**config.mk**
```make
export PLATFORM = sky130hd
export DESIGN_NAME = pcq_front
export DESIGN_NICKNAME = d
export VERILOG_FILES = /design/src/hw/rtl/point_collision_query_core_assert.svh /design/src/hw/rtl/pcq_pkg.sv /design/src/hw/rtl/pcq_front.sv
export SDC_FILE = /design/constraint.sdc
export NUM_CORES = 1
export LEC_CHECK = 0
export BUFFER_PORTS_ARGS = -buffer_cell sky130_fd_sc_hd__buf_2
export CORE_AREA = 2 2 199 201
export CTS_CLUSTER_SIZE = 24
export DETAILED_ROUTE_END_ITERATION = 7
export DIE_AREA = 0 0 201 203
export PLACE_DENSITY_LB_ADDON = 0.15
export SLEW_MARGIN = 20
export SYNTH_ARGS = -nofsm -noshare
export SYNTH_HDL_FRONTEND = slang
export SYNTH_SLANG_ARGS = --single-unit
```
**constraint.sdc**
```tcl
create_clock -name clk -period 2.9 [get_ports clk]
set_input_delay 0.29 -clock clk [delete_from_list [all_inputs] [get_ports clk]]
set_output_delay 0.29 -clock clk [all_outputs]
set_load 0.01 [all_outputs]
```
**src/hw/rtl/point_collision_query_core_assert.svh**
```systemverilog
// Assertion macros for point_collision_query_core.
// Included by the top level; the macros expand to nothing when SYNTH is defined.
`ifndef POINT_COLLISION_QUERY_CORE_ASSERT_SVH
`define POINT_COLLISION_QUERY_CORE_ASSERT_SVH
`ifndef SYNTH
// Same-cycle implication.
`define PCQ_ASSERT_NOW(label, clk, rst, ante, cons) \
  label: assert property (@(posedge clk) disable iff (rst) (ante) |-> (cons)) \
    else $error("pcq assertion failed");
// Next-cycle implication.
`define PCQ_ASSERT_NEXT(label, clk, rst, ante, cons) \
  label: assert property (@(posedge clk) disable iff (rst) (ante) |=> (cons)) \
    else $error("pcq assertion failed");
`else
`define PCQ_ASSERT_NOW(label, clk, rst, ante, cons)
`define PCQ_ASSERT_NEXT(label, clk, rst, ante, cons)
`endif
`endif

```
**src/hw/rtl/pcq_pkg.sv**
```systemverilog
// Shared types, codes and constants of the point collision query core.
// No dependencies; the design files refer to it by scoped names, the testbench imports it.
package pcq_pkg;

  localparam int MAX_VERTICES = 256;
  localparam int MAX_FACES    = 256;
  localparam int VERT_AW      = $clog2(MAX_VERTICES);
  localparam int FACE_AW      = $clog2(MAX_FACES);
  localparam int QUEUE_DEPTH  = 2;
  localparam int QPTR_W       = $clog2(QUEUE_DEPTH);
  localparam int SQRT_STEPS   = 32;
  localparam int DIV_STEPS    = 31;
  localparam int MARGIN_SCALE = 3;

  // request commands
  localparam logic [1:0] CMD_LOAD_VERTEX = 2'd0;
  localparam logic [1:0] CMD_LOAD_FACE   = 2'd1;
  localparam logic [1:0] CMD_QUERY       = 2'd2;
  localparam logic [1:0] CMD_UNUSED      = 2'd3;

  // configuration register indexes
  localparam logic [2:0] REG_SHAPE_KIND = 3'd0;
  localparam logic [2:0] REG_CENTER_X   = 3'd1;
  localparam logic [2:0] REG_CENTER_Y   = 3'd2;
  localparam logic [2:0] REG_CENTER_Z   = 3'd3;
  localparam logic [2:0] REG_RADIUS     = 3'd4;
  localparam logic [2:0] REG_THICKNESS  = 3'd5;
  localparam logic [2:0] REG_FACE_COUNT = 3'd6;

  localparam logic SHAPE_SPHERE = 1'b0;
  localparam logic SHAPE_BOX    = 1'b1;

  // cross product operand order: (e1[i1] * e2[i2]) pairs, x=0 y=1 z=2
  localparam logic [1:0] CROSS_I1 [6] = '{2'd1, 2'd2, 2'd2, 2'd0, 2'd0, 2'd1};
  localparam logic [1:0] CROSS_I2 [6] = '{2'd2, 2'd1, 2'd0, 2'd2, 2'd1, 2'd0};

  typedef enum logic [1:0] {KIND_VERTEX, KIND_FACE, KIND_QUERY} kind_t;

  typedef struct packed {
    logic [1:0]         command;
    logic [7:0]         slot;
    logic signed [31:0] coord_x;
    logic signed [31:0] coord_y;
    logic signed [31:0] coord_z;
    logic [7:0]         corner_a;
    logic [7:0]         corner_b;
    logic [7:0]         corner_c;
    logic [15:0]        point_id;
  } request_t;

  typedef struct packed {
    logic [15:0]        hit_point;
    logic signed [31:0] distance;
    logic signed [31:0] normal_x;
    logic signed [31:0] normal_y;
    logic signed [31:0] normal_z;
    logic signed [31:0] contact_x;
    logic signed [31:0] contact_y;
    logic signed [31:0] contact_z;
  } result_t;

  typedef struct packed {
    logic               shape_kind;
    logic signed [31:0] center_x;
    logic signed [31:0] center_y;
    logic signed [31:0] center_z;
    logic [30:0]        radius;
    logic [30:0]        thickness;
    logic [8:0]         face_count;
  } cfg_t;

  typedef struct packed {
    kind_t    kind;
    request_t req;
  } entry_t;

  // magnitude of a difference of two 32-bit signed values
  function automatic logic [31:0] abs33(input logic signed [32:0] v);
    logic signed [32:0] n;
    n = -v;
    return v[32] ? n[31:0] : v[31:0];
  endfunction

endpackage

```
**src/hw/rtl/pcq_front.sv**
```systemverilog
// Front end: configuration registers, request acceptance and classification.
// Depends on pcq_pkg; feeds pcq_queue.
module pcq_front (
  input  logic              clk,
  input  logic              rst,
  input  logic              start,
  output logic              busy,
  input  pcq_pkg::request_t item,
  input  logic              cfg_we,
  input  logic [2:0]        cfg_index,
  input  logic [31:0]       cfg_data,
  input  logic              q_full,
  output logic              q_push,
  output pcq_pkg::entry_t   q_entry,
  output pcq_pkg::cfg_t     cfg
);

  logic keep;

  assign busy = q_full;

  always_comb begin
    keep         = 1'b1;
    q_entry.req  = item;
    q_entry.kind = pcq_pkg::KIND_QUERY;
    unique case (item.command)
      pcq_pkg::CMD_LOAD_VERTEX: q_entry.kind = pcq_pkg::KIND_VERTEX;
      pcq_pkg::CMD_LOAD_FACE:   q_entry.kind = pcq_pkg::KIND_FACE;
      pcq_pkg::CMD_QUERY:       q_entry.kind = pcq_pkg::KIND_QUERY;
      default:                  keep = 1'b0;  // drop unused command
    endcase
  end

  assign q_push = start && !q_full && keep;

  always_ff @(posedge clk) begin
    if (rst) begin
      cfg.shape_kind <= pcq_pkg::SHAPE_SPHERE;
      cfg.center_x   <= '0;
      cfg.center_y   <= '0;
      cfg.center_z   <= '0;
      cfg.radius     <= 31'd65536;
      cfg.thickness  <= '0;
      cfg.face_count <= '0;
    end else if (cfg_we) begin
      unique case (cfg_index)
        pcq_pkg::REG_SHAPE_KIND: cfg.shape_kind <= cfg_data[0];
        pcq_pkg::REG_CENTER_X:   cfg.center_x   <= cfg_data;
        pcq_pkg::REG_CENTER_Y:   cfg.center_y   <= cfg_data;
        pcq_pkg::REG_CENTER_Z:   cfg.center_z   <= cfg_data;
        pcq_pkg::REG_RADIUS:     cfg.radius     <= cfg_data[30:0];
        pcq_pkg::REG_THICKNESS:  cfg.thickness  <= cfg_data[30:0];
        pcq_pkg::REG_FACE_COUNT: cfg.face_count <= cfg_data[8:0];
        default: ;
      endcase
    end
  end

endmodule

```
### After elaboration in Yosys (flattened, before gate mapping)

Cells that the tools add are included.

* register bits after elaboration: 168
* input port bits: 186
* output and inout port bits: 318
* word-level logic and storage cells: 30

* eq/ne operators: 8
* multiplexer cells: 2
* reduce and logical (&&, ||, !) cells: 13

Operators by type and width (count)
* AND reduction 2 bit: 7
* equality test 3 bit (second input constant): 3
* equality test 3 x 2 -> 1 bit (second input constant): 2
* one-hot mux 2 bit (2 select lines): 1
* equality test 3 x 1 -> 1 bit (second input constant): 1
* logical NOT 3 bit: 1
* OR reduction 3 bit: 1
* equality test 2 x 1 -> 1 bit (second input constant): 1
* equality test 2 bit (second input constant): 1
* logical AND 1 bit: 2
* logical NOT 2 bit: 1
* logical NOT 1 bit: 1
* two-way mux 1 bit: 1

### Longest topological paths before layout

* depth in word-level cells: 4
* gate-level depth with buffers: 5
* depth with buffers taken out: 2

### Worst setup path before layout

OpenSTA, ideal clock, no wires.

* kind: input port to flip-flop
* start point: input port cfg_index[2]
* end point: register cfg[114] (netlist bit)
* library setup time: 72 ps
* arrival: 1085 ps
* data required time: 2828 ps
* setup slack: 1743 ps
* stages: 5
* buffers on the path: 3
* cells stage by stage: buf_6 -> and4bb_1 -> buf_6 -> buf_12 -> mux2i_1

* word-level cells in the longest chain between the ends: 2

Ends and longest elaborated chain
* from (decl): line pcq_front.sv:10 `input logic [2:0] cfg_index,`
* equality test 3 x 2 -> 1 bit: line pcq_front.sv:46 `unique case (cfg_index)`
* AND reduction 2 bit (no line)
* to (decl): line pcq_front.sv:15 `output pcq_pkg::cfg_t cfg`

Every way passes these cells.
A chain may end at the register's enable or synchronous reset.

### Final worst setup path

* start point: input port cfg_we
* end point: register cfg[99] (netlist bit)

* word-level cells in the longest chain between the ends: 1

Ends and longest elaborated chain
* from (decl): line pcq_front.sv:9 `input logic cfg_we,`
* AND reduction 2 bit (no line)

Every way passes these cells.

==> flow_metrics.env <==
export IMPL_ant_nets=0
export IMPL_worst_pin_slew_ps=1030
export IMPL_netlist_area_um2=7840
export IMPL_postSynthCellCount=742
export IMPL_worst_r2r_endpoint="cfg[152]"
export IMPL_drive_gt1_frac=0.320
export IMPL_synth_area_per_cell_um2=10.6
export IMPL_wire_per_inst_um=19.4
export IMPL_gp_congestion=0.713
export IMPL_clkSinkCount=168
export IMPL_antenna_found_initial=1
export IMPL_finalSetupViolCount=0
export IMPL_die_h_um=203
export IMPL_cts_clk_slew_worst_paths_ps=70
export IMPL_root_buffer="clkbuf_16"
export IMPL_cts_tree="done"
export IMPL_cp_max_fo=32
export IMPL_min_to="cfg[134]"
export IMPL_postCtsSetupBuffers=0
export IMPL_antenna_cells=0
export IMPL_cts_resized_gates=0
export IMPL_rsz0062_at_grt="false"
export IMPL_final_common_cell="buf_2"
export IMPL_numPortBuffers=215
export IMPL_status="complete, no violations"
export IMPL_min_path_cells=3
export IMPL_grt_pass1_wl_mm=36.8
export IMPL_numCtsBuffers=17
export IMPL_crit_type="input port to flip-flop"
export IMPL_synth_nets=928
export IMPL_drc=0
export IMPL_r2r_cells=2
export IMPL_ios=504
export IMPL_ctsHoldBuffers=0
export IMPL_finish_utilization=0.231
export IMPL_insertion_delay_ps=430
export IMPL_cap_viol_max_count=0
export IMPL_netlist_top_cells_area="dfxtp_1, mux2i_1, nand2b_1"
export IMPL_grt_use_total=0.124
export IMPL_fillers=4199
export IMPL_final_hold_viol_count=0
export IMPL_required_ps=3240
export IMPL_reg_top3="cfg: 168 flops"
export IMPL_hp_start="cfg_data[31]"
export IMPL_nNetsFinal=976
export IMPL_first_global_vias=5053
export IMPL_yosysUniqueCellTypes=17
export IMPL_synth_top_area_frac=0.429
export IMPL_register_area_um2=3360
export IMPL_regMostFlops="cfg"
export IMPL_end_kind="flip-flop"
export IMPL_critPathLaunchType="input port"
export IMPL_mostFrequentLayoutCells="buf_2, nand2b_1, mux2i_1, dfxtp_1, clkbuf_16"
export IMPL_grt_ovfl_total=0
export IMPL_setup_tns_final_ps=0
export IMPL_die_x_um=201
export IMPL_clock_skew_ps=0
export IMPL_dieArea_um2=40800
export IMPL_min_path_type="input port to flip-flop"
export IMPL_postLayoutCellArea_um2=8890
export IMPL_clockBufferDepth=2
export IMPL_hpwl_mm=18.1
export IMPL_start_util=0.204
export IMPL_synth_seq_area_share=0.429
export IMPL_cts_htree_levels=4
export IMPL_coreArea_um2=38500
export IMPL_largest_register_ffs=168
export IMPL_grt_max_degree=109
export IMPL_synth_top_cell_by_area="dfxtp_1"
export IMPL_max_freq_ghz=0.691
export IMPL_drt_iter0_drc=148
export IMPL_ys_ff_latch=168
export IMPL_timing_final_crit_share=0.499
export IMPL_wl_mm=25.6
export IMPL_cp_arrival_ps=1790
export IMPL_slew_violations=0
export IMPL_r2r_start="cfg[152]"
export IMPL_placed_area_um2=8280
export IMPL_num_vias=5018
export IMPL_vdd_drop_max_v=0.000376
export IMPL_powerDensity_nw_per_um2=585
export IMPL_synth_warnings=0
export IMPL_slew_headroom=0.313
export IMPL_syn2layout_area_growth_pct=13.5
export IMPL_fin_crit_ps=1450
export IMPL_vias_per_cell=3.80
export IMPL_std_cell_rows=72
export IMPL_reg2reg_setup_slack_ps=2250
export IMPL_multiInputGateArea_um2=3100
export IMPL_firstDrtPassIters=4
export IMPL_p_leak_nw=4.53
==> power breakdown <==
group / internal (mW) / switching [mW]
clock network: 1.43 / 1.02
registers: 2.36 / 0.0257
logic: 0.167 / 0.213
total: 3.95 / 1.25
==> metrics by stage <==
| step | power, mW | hold WS [ps] | cells | setup WS (ps) |
|---|---|---|---|---|
| after global placement | 2.83 | 456 | 1289 | 960 |
| after detailed placement | 2.83 | 457 | 1289 | 921 |
| final | 5.21 | 184 | 1321 | 1450 |
| after CTS | 5.35 | 154 | 1321 | 1400 |
| after global routing | 5.45 | 190 | 1321 | 1280 |
| after floorplan | 2.87 | 451 | 742 | 1740 |
==> cell usage after synthesis <==
master	n
nand4bb_1	3
a211oi_1	1
nor4b_1	1
buf_12	2
inv_1	1
mux2i_1	168
dfxtp_1	168
nor2_1	2
nor2b_1	1
nand4b_4	2
buf_6	9
buf_2	10
buf_4	150
nand2b_1	199
nand4b_1	1
clkbuf_1	22
and4bb_1	2
==> worst max-delay path, stage by stage <==
cell      delay, ps
buf_2           240
nand4b_4        830
mux2i_1         410
==> layer usage <==
layer  share of wire  global-route usage  vias to the layer above
li1                -                   -                     2357
met3            0.11              0.0690                       47
met2            0.49               0.208                      242
met1            0.38               0.130                     2370
met5         0.00027                   0                        -
met4           0.022              0.0458                        2
==> final cells by class <==
cell class                 count  share of cell area
tap                          518              0.0729
clock buffer                  22              0.0533
timing repair buffer         222               0.130
inverter                       1            0.000422
clock inverter                10              0.0162
multi-input combinational    380               0.349
sequential                   168               0.378
==> logic make-up after synthesis <==
| kind of cell | share of synthesized area |
|---|---|
| simple gates | 0.176 |
| buf+inv | 0.179 |
| mux | 0.215 |
| flops | 0.429 |
| compound gates | 0.000958 |
==> worst max path at each step <==
| stage | start | to | cells after the start | slack, ps |
|---|---|---|---|---|
| after floorplan | cfg_index[2] | cfg[114] | 5 | 1740 |
| after global placement | cfg_we | cfg[91] | 3 | 960 |
| after detailed placement | cfg_we | cfg[99] | 3 | 920 |
| after CTS | cfg_we | cfg[102] | 3 | 1400 |
| after global routing | cfg_we | cfg[88] | 3 | 1280 |
| final | cfg_we | cfg[99] | 3 | 1450 |
Power figures use the tool's default switching activity.
