## src/hw/rtl/point_collision_query_core_assert.svh

```systemverilog
// Assertion macros for point_collision_query_core.
// Included by the top level; the macros expand to nothing when SYNTH is defined.
`ifndef POINT_COLLISION_QUERY_CORE_ASSERT_SVH
`define POINT_COLLISION_QUERY_CORE_ASSERT_SVH
`ifndef SYNTH
// Same-cycle implication.
`define PCQ_ASSERT_NOW(label, clk, rst, ante, cons) \
  label: assert property (@(posedge clk) disable iff (rst) (ante) |-> (cons)) \
    else $error("pcq assertion failed");
// Next-cycle implication.
`define PCQ_ASSERT_NEXT(label, clk, rst, ante, cons) \
  label: assert property (@(posedge clk) disable iff (rst) (ante) |=> (cons)) \
    else $error("pcq assertion failed");
`else
`define PCQ_ASSERT_NOW(label, clk, rst, ante, cons)
`define PCQ_ASSERT_NEXT(label, clk, rst, ante, cons)
`endif
`endif

```

## src/hw/rtl/pcq_pkg.sv

```systemverilog
// Shared types, codes and constants of the point collision query core.
// No dependencies; the design files refer to it by scoped names, the testbench imports it.
package pcq_pkg;

  localparam int MAX_VERTICES = 256;
  localparam int MAX_FACES    = 256;
  localparam int VERT_AW      = $clog2(MAX_VERTICES);
  localparam int FACE_AW      = $clog2(MAX_FACES);
  localparam int QUEUE_DEPTH  = 2;
  localparam int QPTR_W       = $clog2(QUEUE_DEPTH);
  localparam int SQRT_STEPS   = 32;
  localparam int DIV_STEPS    = 31;
  localparam int MARGIN_SCALE = 3;

  // request commands
  localparam logic [1:0] CMD_LOAD_VERTEX = 2'd0;
  localparam logic [1:0] CMD_LOAD_FACE   = 2'd1;
  localparam logic [1:0] CMD_QUERY       = 2'd2;
  localparam logic [1:0] CMD_UNUSED      = 2'd3;

  // configuration register indexes
  localparam logic [2:0] REG_SHAPE_KIND = 3'd0;
  localparam logic [2:0] REG_CENTER_X   = 3'd1;
  localparam logic [2:0] REG_CENTER_Y   = 3'd2;
  localparam logic [2:0] REG_CENTER_Z   = 3'd3;
  localparam logic [2:0] REG_RADIUS     = 3'd4;
  localparam logic [2:0] REG_THICKNESS  = 3'd5;
  localparam logic [2:0] REG_FACE_COUNT = 3'd6;

  localparam logic SHAPE_SPHERE = 1'b0;
  localparam logic SHAPE_BOX    = 1'b1;

  // cross product operand order: (e1[i1] * e2[i2]) pairs, x=0 y=1 z=2
  localparam logic [1:0] CROSS_I1 [6] = '{2'd1, 2'd2, 2'd2, 2'd0, 2'd0, 2'd1};
  localparam logic [1:0] CROSS_I2 [6] = '{2'd2, 2'd1, 2'd0, 2'd2, 2'd1, 2'd0};

  typedef enum logic [1:0] {KIND_VERTEX, KIND_FACE, KIND_QUERY} kind_t;

  typedef struct packed {
    logic [1:0]         command;
    logic [7:0]         slot;
    logic signed [31:0] coord_x;
    logic signed [31:0] coord_y;
    logic signed [31:0] coord_z;
    logic [7:0]         corner_a;
    logic [7:0]         corner_b;
    logic [7:0]         corner_c;
    logic [15:0]        point_id;
  } request_t;

  typedef struct packed {
    logic [15:0]        hit_point;
    logic signed [31:0] distance;
    logic signed [31:0] normal_x;
    logic signed [31:0] normal_y;
    logic signed [31:0] normal_z;
    logic signed [31:0] contact_x;
    logic signed [31:0] contact_y;
    logic signed [31:0] contact_z;
  } result_t;

  typedef struct packed {
    logic               shape_kind;
    logic signed [31:0] center_x;
    logic signed [31:0] center_y;
    logic signed [31:0] center_z;
    logic [30:0]        radius;
    logic [30:0]        thickness;
    logic [8:0]         face_count;
  } cfg_t;

  typedef struct packed {
    kind_t    kind;
    request_t req;
  } entry_t;

  // magnitude of a difference of two 32-bit signed values
  function automatic logic [31:0] abs33(input logic signed [32:0] v);
    logic signed [32:0] n;
    n = -v;
    return v[32] ? n[31:0] : v[31:0];
  endfunction

endpackage

```

## src/hw/rtl/pcq_queue.sv

```systemverilog
// Two-entry request queue between the front and back of the query core.
// Depends on pcq_pkg for the entry type and depth.
module pcq_queue (
  input  logic            clk,
  input  logic            rst,
  input  logic            push,
  input  pcq_pkg::entry_t push_entry,
  input  logic            pop,
  output pcq_pkg::entry_t head,
  output logic            full,
  output logic            empty
);

  pcq_pkg::entry_t                 slots [pcq_pkg::QUEUE_DEPTH];
  logic [pcq_pkg::QPTR_W-1:0]      wr_ptr;
  logic [pcq_pkg::QPTR_W-1:0]      rd_ptr;
  logic [pcq_pkg::QPTR_W:0]        count;

  assign full  = (count == (pcq_pkg::QPTR_W+1)'(pcq_pkg::QUEUE_DEPTH));
  assign empty = (count == '0);
  assign head  = slots[rd_ptr];

  always_ff @(posedge clk) begin
    if (push) begin
      slots[wr_ptr] <= push_entry;
    end
  end

  always_ff @(posedge clk) begin
    if (rst) begin
      wr_ptr <= '0;
      rd_ptr <= '0;
      count  <= '0;
    end else begin
      if (push) begin
        wr_ptr <= wr_ptr + 1'b1;
      end
      if (pop) begin
        rd_ptr <= rd_ptr + 1'b1;
      end
      if (push && !pop) begin
        count <= count + 1'b1;
      end else if (pop && !push) begin
        count <= count - 1'b1;
      end
    end
  end

endmodule

```

## config.mk

```make
export PLATFORM = sky130hd
export DESIGN_NAME = pcq_queue
export DESIGN_NICKNAME = d
export VERILOG_FILES = /design/src/hw/rtl/point_collision_query_core_assert.svh /design/src/hw/rtl/pcq_pkg.sv /design/src/hw/rtl/pcq_queue.sv
export SDC_FILE = /design/constraint.sdc
export NUM_CORES = 1
export LEC_CHECK = 0
export BUFFER_PORTS_ARGS = -buffer_cell sky130_fd_sc_hd__buf_2
export CORE_MARGIN = 2
export CORE_UTILIZATION = 50
export DETAILED_ROUTE_END_ITERATION = 10
export PLACE_DENSITY_LB_ADDON = 0.05
export SLEW_MARGIN = 10
export SYNTH_ARGS = -nofsm -noshare
export SYNTH_HDL_FRONTEND = slang
export SYNTH_SLANG_ARGS = --single-unit
export TNS_END_PERCENT = 50
```

## constraint.sdc

```tcl
create_clock -name clk -period 12.64 [get_ports clk]
set_input_delay 3.792 -clock clk [delete_from_list [all_inputs] [get_ports clk]]
set_output_delay 3.792 -clock clk [all_outputs]
set_load 0.05 [all_outputs]
```

== Word-level counts from Yosys, hierarchy flattened ==
Memories as Yosys holds them, arrays and structs flattened. A register that Yosys moved wholly into a read port is not among the register bits.
Index checks and enable logic that the tools add are counted.

* Logic and storage cells: 21
* Output and inout port bits: 150
* Memories: 1
* Bits in writable memories: 296
* Input bits: 152
* Flip-flop bits (word level): 4

{| class="wikitable"
|+ Memories
! memory !! depth !! width !! read ports !! clocked after memory_dff !! wr ports !! RTL line !! text
|-
| slots || 2 || 148 || 1 || 1 || 1 || pcq_queue.sv:14 || <nowiki>pcq_pkg::entry_t slots [pcq_pkg::QUEUE_DEPTH];</nowiki>
|}

* Equal/unequal tests: 1
* Add/sub/neg operators: 4
* Reductions and logical operators: 6
* Muxes and demuxes: 6

{| class="wikitable"
|+ Operator list
! operator !! count
|-
| 2-to-1 mux 1 bit || 4
|-
| 2-to-1 mux 2 bit || 2
|-
| adder 1 bit (second input constant) || 2
|-
| adder 2 x 1 -> 2 bit (second input constant) || 1
|-
| == test 2 bit (second input constant) || 1
|-
| logical AND 1 bit || 2
|-
| logical NOT 1 bit || 2
|-
| logical NOT 2 bit || 1
|-
| nonzero test 2 bit || 1
|-
| subtractor 2 x 1 -> 2 bit (second input constant) || 1
|}

== Depth between registers and ports, before layout ==
Gate-level depths: netlist (run 1).

* Word-level depth: 4
* Gate-level depth with buffers: 5
* Mapped depth without buffers: 5

== Worst setup path after synthesis (run 1) ==
Ideal clock, no wire load.

* Path kind: input-to-reg
* Start: input port push
* End: memory slots[0][0] (netlist bit) (enable)
* Path buffers: 0
* Data arrival time: 10.194 ns
* Data required time: 11.965 ns
* Stages on the path: 1
* Setup time: 0.675 ns
* Setup slack: 1.770 ns
* Path through: nor2b_1

* Word-level cells in the longest chain between the ends: 2

{| class="wikitable"
|+ Ends and longest elaborated chain
! element !! RTL line !! text
|-
| start, declared || pcq_queue.sv:6 || <nowiki>input logic push,</nowiki>
|-
| 2-to-1 mux 1 bit || pcq_queue.sv:24 || <nowiki>if (push) begin</nowiki>
|-
| 2-to-1 mux 1 bit (not written as such) || pcq_queue.sv:25 || <nowiki>slots[wr_ptr] <= push_entry;</nowiki>
|-
| end, declared || pcq_queue.sv:14 ||
|}

Every way passes these cells.

==> results.ini, run 1 <==
[timing]
finalHoldViolCount = 0
rsz0062_at_grt = false
slew_viol_final = 0
fin_crit_sh = 0.546
hold_slack_ps = 499
setup_viol = 0
fin_tns_setup_ps = 0
post-route-min-period_ps = 6900
fmax_mhz = 145
tightest_slew_ps = 1150
skew_ps = 6.57
setup_slack_ps = 5740
slew_headroom = 0.237

[pwr]
power_density_nw_per_um2 = 179
leakage_nw = 5.10
irDropWorstVdd_mv = 0.116
power_mw = 2.45

[logic_synthesis]
yosys_warnings = 0
synth_edf_count = 296
synth_top_area_cell = edfxtp_1
yosysSeqAreaShare = 0.823
synth_area_per_cell_um2 = 22.7
synth-seq-cells = 301
synth_common_cells = edfxtp_1 (296), mux2_2 (148), buf_6 (12), dfxtp_1 (5), nor2_1 (5)
synth_top_area_frac = 0.814
synthTopCellsByArea = edfxtp_1 (81%), mux2_2 (15%), buf_6 (1.2%), dfxtp_1 (0.92%), nor2_1 (0.17%)
postSynthCellCount = 482
synthFlopType = edfxtp_1
synth.net_count = 635
ys_async_sr_fraction = 0
synthesis.area_um2 = 10900
yosysMostFrequentCell = edfxtp_1
yosysUniqueCellTypes = 16

[global_routing]
grt_overflow = 0
grt_pass1_wl_mm = 29.6
grt_pass1_vias = 5651
grt_antenna_before_repair = 8
grt_max_degree = 85
grt_usage = 0.169

[die]
fp.dieW_um = 152
dieHeight_um = 152
io_pins = 302
die_area_um2 = 23000
initial_utilization = 0.505
rows = 54
fp.coreArea_um2 = 21600

[placed_design]
place_congestion = 0.765
port_buffers = 301
placed_cell_area_um2 = 12700
hpwlAfterDp_mm = 13.7
placedCellCount = 1051
pre_cts_ws_ps = 6190

[worst_setup_path]
cpPeakStageDelay_ps = 960
path_cells = buf_4 > mux2_2 > buf_2
critPathCaptureType = output pin
worstPathArrival_ps = 3110
cp-start-kind = flop
critical_path_class = flop to output pin
crit_path_top_delay_cell = dfxtp_4
worstPathMaxFanout = 78
worstPathRequired_ps = 8850

[finish]
final_util = 0.632
nets = 956
drive_gt1_frac = 0.602
n_fill_cell = 1593
final_area_um2 = 13700
stdcell_count = 1113
syn2layout_area_growth_pct = 25.2

[route]
drt-total-wl_mm = 20.7
first_pass_iters = 4
drtIter0Drc = 256
drcViolationCount = 0
wl_per_cell_um = 18.6
final_antenna_net_count = 0
via_per_inst = 4.95
vias = 5507

[run_status]
status = complete, no violations

[clocking]
hold_buffers = 0
cts_buffers = 30
cts.sinks = 301
cts_setup_buffers = 0
cts_tree = done
clockBufferDepth = 3
ctsResizeCount = 0
cts-root-buf = clkbuf_16
path_clk_slew_ps = 60
h-tree-depth = 1
clock_latency_ps = 530

[min_path]
hold_path.class = flop to flop

[flow_run]
drv_cap = 0

-- state kept, by name (all words and copies together) (netlist names), named ones only --
| register | flops |
|---|---|
| count | 2 |
| rd_ptr | 1 |
| wr_ptr | 1 |
| slots | 296 |
-- where the power goes --
| part | total [mW] | switching (mW) | internal, mW |
|---|---|---|---|
| sequential | 1.19 | 0.0221 | 1.17 |
| clock | 0.873 | 0.342 | 0.531 |
| combinational | 0.387 | 0.280 | 0.107 |
| total | 2.45 | 0.644 | 1.80 |
-- placed cells by master (no fill, tap or decap) --
cell        netlist  layout
clkbuf_16         0      31
inv_1             1       1
ha_1              1       1
clkinvlp_4        0       4
nor2b_1           2       1
nor2_1            5       5
clkinv_1          0       4
nor2b_4           0       1
buf_2             2     301
diode_2           0       6
dfxtp_1           5       4
xor2_1            2       2
or3_1             1       1
bufinv_16         0       4
o21ai_0           1       1
and2_4            0       1
buf_4             2       4
xnor2_1           2       2
clkinv_2          0       3
mux2_2          148     148
edfxtp_1        296     296
clkbuf_1          0      10
dfxtp_4           0       1
a21oi_1           1       1
-- worst max-delay path: cells and delay by family, from the launching register on --
family / cells / cell delay (ps)
buffers and inverters: 2 / 1120
flip-flops: 1 / 960
multiplexers: 1 / 440
-- routing by layer --
| layer | vias to the layer above | part of all wire | GRT usage |
|---|---|---|---|
| met2 | 209 | 0.51 | 0.287 |
| met5 | - | 0.0020 | 0 |
| met3 | 37 | 0.090 | 0.0554 |
| li1 | 2573 | - | - |
| met4 | 6 | 0.020 | 0.0574 |
| met1 | 2682 | 0.38 | 0.206 |
-- layout make-up --
| type | instances | area [um^2] | area share |
|---|---|---|---|
| Timing Repair Buffer | 305 | 1540 | 0.112 |
| Clock inverter | 15 | 180 | 0.0132 |
| Inverter | 1 | 3.75 | 0.000275 |
| Tap cell | 280 | 350 | 0.0256 |
| Clock buffer | 41 | 813 | 0.0595 |
| Sequential cell | 301 | 8990 | 0.658 |
| Multi-Input combinational cell | 164 | 1780 | 0.130 |
| Antenna cell | 6 | 15.0 | 0.00110 |
-- path summary, 6_finish.rpt --
check                       end  cells after the start  slack (ps)     start
setup reg to reg  slots[1][145]                      2       10020    wr_ptr
hold reg to reg        count[1]                      2         500  count[1]
hold / removal         count[1]                      2         500  count[1]
setup / recovery       head[44]                      3        5740      flop
-- cell families after synthesis --
kind of cell,after synthesis,share of synthesized area
AOI/OAI and AO/OA,2,0.000916
muxes,148,0.153
adders and majority gates,1,0.00115
xor gates and xnor gates,4,0.00321
and+or+nand+nor,9,0.00401
DFF,301,0.823
buffers and inverters,17,0.0150
(Power assumes the default switching activity.)
==> run 2: changes to the inputs <==
Settings changed: ABC_AREA set to 1.
Clock period 12.64 ns to 6.4 ns, I/O delays scaled along.
==> results.ini, run 2 <==
[run_status]
status = complete, no violations  ; unchanged

[finish]
largest_register = slots  ; unchanged
largest_reg_flops = 296  ; unchanged
final_area_um2 = 13700  ; about the same
multi_input_area_um2 = 1770  ; was 1780 um^2
syn2layout_area_growth_pct = 25.4  ; was 25.2%
seq_area_um2 = 8990  ; unchanged
n_fill_cell = 1581  ; was 1593
final_common_cell = buf_2  ; unchanged
reg.largest.list = slots x296, count x2  ; unchanged
drive_gt1_frac = 0.597  ; was 0.602
layout_common_cells = buf_2 (301), edfxtp_1 (296), mux2_2 (148)  ; unchanged
nets = 968  ; was 956

[route]
drcViolationCount = 0  ; unchanged
drtIter0Drc = 320  ; was 256
wl_met2_mm = 10.4  ; was 10.5 mm
wl_met3_mm = 1.84  ; was 1.86 mm
final_antenna_net_count = 0  ; unchanged
wl_met1_mm = 8.21  ; was 7.88 mm
wl_per_cell_um = 18.7  ; was 18.6 um
via_per_inst = 4.94  ; was 4.95
drt-total-wl_mm = 21.0  ; was 20.7 mm
first_pass_iters = 6  ; was 4
vias = 5547  ; was 5507
maxUsedRoutingLayer = met4  ; was met5

[timing]
skew_ps = 20.1  ; was 6.57 ps
slew_viol_final = 0  ; unchanged
fin_crit_sh = 0.716
fmax_mhz = 218
hold_slack_ps = 526  ; was 499 ps
setup_slack_ps = 1820  ; was 5740 ps
tightest_slew_ps = 998  ; was 1150 ps
finalHoldViolCount = 0  ; unchanged
rsz0062_at_grt = false  ; unchanged
slew_headroom = 0.335  ; was 0.237
setup_viol = 0  ; unchanged
post-route-min-period_ps = 4580
fin_tns_setup_ps = 0  ; unchanged

[clocking]
ctsResizeCount = 0  ; unchanged
cts-root-buf = clkbuf_16  ; unchanged
clockBufferDepth = 3  ; unchanged
cts_buffers = 30  ; unchanged
clock_latency_ps = 540  ; was 530 ps
cts_tree = done  ; unchanged
hold_buffers = 0  ; unchanged
h-tree-depth = 1  ; unchanged
cts_setup_buffers = 0  ; unchanged
cts.sinks = 301  ; unchanged
path_clk_slew_ps = 60  ; about the same

[logic_synthesis]
yosys_warnings = 0  ; unchanged
yosysUniqueCellTypes = 16  ; unchanged
synth.net_count = 646  ; was 635
synth_area_per_cell_um2 = 22.2  ; was 22.7 um^2
synth_common_cells = edfxtp_1 (296), mux2_2 (148), buf_6 (12), inv_1 (9), nor2_1 (7)  ; was edfxtp_1 (296), mux2_2 (148), buf_6 (12), dfxtp_1 (5), nor2_1 (5)
synth_top_area_cell = edfxtp_1  ; unchanged
synthTopCellsByArea = edfxtp_1 (81%), mux2_2 (15%), buf_6 (1.2%), dfxtp_1 (0.91%), inv_1 (0.31%)  ; was edfxtp_1 (81%), mux2_2 (15%), buf_6 (1.2%), dfxtp_1 (0.92%), nor2_1 (0.17%)
synth_top_area_frac = 0.812  ; was 0.814
synth-seq-cells = 301  ; unchanged
yosysSeqAreaShare = 0.821  ; was 0.823
synthFlopType = edfxtp_1  ; unchanged
synth_edf_count = 296  ; unchanged
synthesis.area_um2 = 10900  ; about the same
postSynthCellCount = 493  ; was 482
yosysMostFrequentCell = edfxtp_1  ; unchanged
ys_async_sr_fraction = 0  ; unchanged

[die]
initial_utilization = 0.506  ; was 0.505
die_area_um2 = 23100  ; was 23000 um^2
io_pins = 302  ; unchanged
rows = 54  ; unchanged
dieHeight_um = 152  ; about the same
fp.dieW_um = 152  ; about the same
fp.coreArea_um2 = 21600  ; unchanged

[pwr]
irDropWorstVdd_mv = 0.266  ; was 0.116 mV
power_mw = 4.77  ; was 2.45 mW
leakage_nw = 5.17  ; was 5.10 nW
power_density_nw_per_um2 = 348  ; was 179 nW/um^2

[min_path]
hold_path.class = flop to flop  ; unchanged

[global_routing]
grt_usage = 0.174  ; was 0.169
grt_pass1_wl_mm = 31.7  ; was 29.6 mm
grt_pass1_vias = 5898  ; was 5651
grt_max_degree = 83  ; was 85
grt_overflow = 0  ; unchanged
grt_antenna_before_repair = 6  ; was 8

[placed_design]
place_congestion = 0.762  ; was 0.765
port_buffers = 301  ; unchanged
hpwlAfterDp_mm = 13.7  ; about the same
pre_cts_ws_ps = 2310  ; was 6190 ps
placed_cell_area_um2 = 12700  ; about the same

[worst_setup_path]
worstPathArrival_ps = 2660  ; was 3110 ps
cp-start-kind = flop  ; unchanged
worstPathMaxFanout = 77  ; was 78
critPathCaptureType = output pin  ; unchanged
critical_path_class = flop to output pin  ; unchanged
worstPathRequired_ps = 4480  ; was 8850 ps

[flow_run]
drv_cap = 0  ; unchanged

[run 2: cell count changes after synthesis, sizes merged]
| cell | previous run | this run |
|---|---|---|
| nand4 | 0 | 1 |
| or3 | 1 | 0 |
| nand2 | 0 | 5 |
| xor2 | 2 | 0 |
| xnor2 | 2 | 1 |
| nor2 | 5 | 7 |
| nor3 | 0 | 1 |
| nor2b | 2 | 0 |
| nand3 | 0 | 1 |
| and2 | 1 | 0 |
| inv | 1 | 9 |
[run 2: cell type report]
cell class,count,area share
Sequential cell,301,0.655
Multi-Input combinational cell,167,0.129
Timing Repair Buffer,306,0.114
Clock buffer,38,0.0585
Tap cell,280,0.0255
Clock inverter,18,0.0137
Inverter,9,0.00283
Antenna cell,5,0.000912
[run 2: final timing paths]
path,startpoint,to,slack (ps),cells past startpoint
max,flop,head[91],1820,3
min,rd_ptr,flop,530,2
max reg2reg,wr_ptr,slots[1][27],4320,3
min reg2reg,rd_ptr,flop,530,2
[run 2: critical path, cell delays in order (launching register included)]
cell and delay, ps:
dfxtp_4 1010, buf_12 440, mux2_2 420, buf_2 220
[run 2: where the power goes]
group / internal, mW / switching, mW / total (mW)
clock: 1.04 / 0.685 / 1.73
combinational: 0.204 / 0.517 / 0.721
sequential: 2.28 / 0.0412 / 2.33
total: 3.53 / 1.24 / 4.77
[run 2: kinds of logic after synthesis]
group | Yosys count | synth area share
DFF | 301 | 0.821
muxes | 148 | 0.152
buffers and inverters | 25 | 0.0177
and+or+nand+nor | 15 | 0.00560
AOI/OAI and AO/OA | 2 | 0.000914
xor gates and xnor gates | 1 | 0.000801
adders and majority gates | 1 | 0.00114
[run 2: metal layers]
metal,vias up,GRT usage
li1,2596,-
met1,2704,0.209
met2,210,0.295
met3,37,0.0616
met4,0,0.0596
met5,-,0
[run 2: stage by stage]
step,utilization,cells
final,0.635,1124
after global routing,0.634,1121
after CTS,0.634,1119
after detailed placement,0.588,1063
after global placement,0.588,1063
after floorplan,-,493
==> run 3: changes to the inputs <==
Settings changed: CORE_UTILIZATION 50 to 47.
Clock period 6.4 ns to 3.9 ns, I/O delays scaled along.
==> results.ini, run 3 (synthesis gave the netlist of run 2 again) <==
[worst_setup_path]
cpPeakStageDelay_ps = 400  ; was 1010 ps
path_cells = buf_12 > mux2_2 > buf_2  ; unchanged
worstPathRequired_ps = 2730  ; was 4480 ps
crit_path_top_delay_cell = mux2_2  ; was dfxtp_4
critical_path_class = flop to output pin  ; unchanged
worstPathArrival_ps = 1970  ; was 2660 ps
cp_top_family = buffers and inverters  ; was flip-flops
r2r_slack_ps = 2140  ; was 4320 ps
reg2reg_to = slots[1][87]  ; was slots[1][27]
critPathBufInv = 2  ; unchanged
reg2reg_from = wr_ptr  ; unchanged
critPathCaptureType = output pin  ; unchanged
cp-start-kind = flop  ; unchanged
worstPathMaxFanout = 78  ; was 77
rr_worst_depth = 3  ; unchanged

[pwr]
power_density_nw_per_um2 = 557  ; was 348 nW/um^2
leakage_nw = 5.16  ; was 5.17 nW
power_mw = 7.67  ; was 4.77 mW
irDropWorstVdd_mv = 0.402  ; was 0.266 mV

[timing]
finalHoldViolCount = 0  ; unchanged
fin_tns_setup_ps = 0  ; unchanged
fin_crit_sh = 0.806
post-route-min-period_ps = 3140
rsz0062_at_grt = false  ; unchanged
skew_ps = 9.01  ; was 20.1 ps
fmax_mhz = 318
hold_slack_ps = 526  ; about the same
setup_slack_ps = 756  ; was 1820 ps
tightest_slew_ps = 657  ; was 998 ps
slew_headroom = 0.562  ; was 0.335
setup_viol = 0  ; unchanged
slew_viol_final = 0  ; unchanged

[finish]
largest_register = slots  ; unchanged
final_common_cell = buf_2  ; unchanged
final_util = 0.604  ; was 0.635
stdcell_count = 1160  ; was 1124
final_area_um2 = 13800  ; was 13700 um^2
syn2layout_area_growth_pct = 25.7  ; was 25.4%
n_fill_cell = 1716  ; was 1581
largest_reg_flops = 296  ; unchanged
drive_gt1_frac = 0.597  ; about the same
reg.largest.list = slots x296, count x2  ; unchanged
nets = 971  ; was 968
layout_common_cells = buf_2 (301), edfxtp_1 (296), mux2_2 (148)  ; unchanged

[global_routing]
grt_pass1_wl_mm = 31.8  ; was 31.7 mm
grt_usage = 0.170  ; was 0.174
grt_overflow = 0  ; unchanged
grt_pass1_vias = 5939  ; was 5898
grt_antenna_before_repair = 6  ; unchanged
grt_max_degree = 79  ; was 83

[min_path]
hold_path.class = flop to flop  ; unchanged
hold_start = rd_ptr  ; unchanged
hold_end = rd_ptr
min_path_cells = 2  ; unchanged

[run_status]
status = complete, no violations  ; unchanged

[clocking]
cts-root-buf = clkbuf_16  ; unchanged
cts_buffers = 31  ; was 30
clock_latency_ps = 540  ; about the same
h-tree-depth = 1  ; unchanged
cts.sinks = 301  ; unchanged
path_clk_slew_ps = 60  ; about the same
ctsResizeCount = 0  ; unchanged
clockBufferDepth = 3  ; unchanged
cts_tree = done  ; unchanged
hold_buffers = 0  ; unchanged
cts_setup_buffers = 0  ; unchanged

[route]
vias = 5580  ; was 5547
drt-total-wl_mm = 21.5  ; was 21.0 mm
wl_per_cell_um = 18.5  ; was 18.7 um
drtIter0Drc = 283  ; was 320
via_per_inst = 4.81  ; was 4.94
first_pass_iters = 4  ; was 6
drcViolationCount = 0  ; unchanged
final_antenna_net_count = 0  ; unchanged

[die]
dieHeight_um = 157  ; was 152 um
initial_utilization = 0.480  ; was 0.506
die_area_um2 = 24500  ; was 23100 um^2
rows = 55  ; was 54
io_pins = 302  ; unchanged
fp.coreArea_um2 = 22800  ; was 21600 um^2
fp.dieW_um = 157  ; was 152 um

[placed_design]
placedCellCount = 1098  ; was 1063
place_congestion = 0.791  ; was 0.762
hpwlAfterDp_mm = 14.1  ; was 13.7 mm
port_buffers = 301  ; unchanged
pre_cts_ws_ps = 1230  ; was 2310 ps
placed_cell_area_um2 = 12800  ; was 12700 um^2

[flow_run]
drv_cap = 0  ; unchanged

[run 3: cell count changes in the layout (fill, tap and decap cells not counted), sizes merged]
| cell | before | now |
|---|---|---|
| clkbuf | 38 | 37 |
| bufinv | 4 | 1 |
| buf | 306 | 308 |
| clkinv | 14 | 19 |
[run 3: per-layer routing]
metal / global-route usage / routed length (um) / vias to the layer above / share of wire
li1: - / - / 2616 / -
met1: 0.209 / 8510 / 2706 / 0.40
met2: 0.287 / 10600 / 214 / 0.49
met3: 0.0529 / 1810 / 42 / 0.084
met4: 0.0585 / 572 / 2 / 0.027
met5: 0 / 17 / - / 0.00079
[run 3: how the worst max path moves through the flow]
stage	from	to	slack, ps	cells after the start
final	flop	head[139]	760	3
after global placement	push	slots[1][36]	1280	4
after CTS	flop	head[79]	740	3
after floorplan	push	slots[1][0]	-700	2
after detailed placement	push	slots[1][36]	1230	4
after global routing	flop	head[139]	690	3
[run 3: power by group]
group,leakage (nW),switching (mW),internal [mW]
registers,2.82,0.0377,3.75
logic,1.88,0.885,0.343
clock network,0.461,1.14,1.51
total,5.16,2.06,5.61
[run 3: cell type report]
cell class                      instances  area (um^2)  share of cell area
Inverter                                9         38.8             0.00282
Timing Repair Buffer                  308         1630               0.119
Multi-Input combinational cell        167         1770               0.128
Clock inverter                         20          120             0.00873
Sequential cell                       301         8990               0.654
Tap cell                              313          392              0.0285
Antenna cell                            5         12.5            0.000910
Clock buffer                           37          798              0.0580
[run 3: worst register-to-register path, cell delays in order (launching register included)]
cell,delay (ps)
dfxtp_1,390
nand2_1,150
inv_6,510
buf_4,400
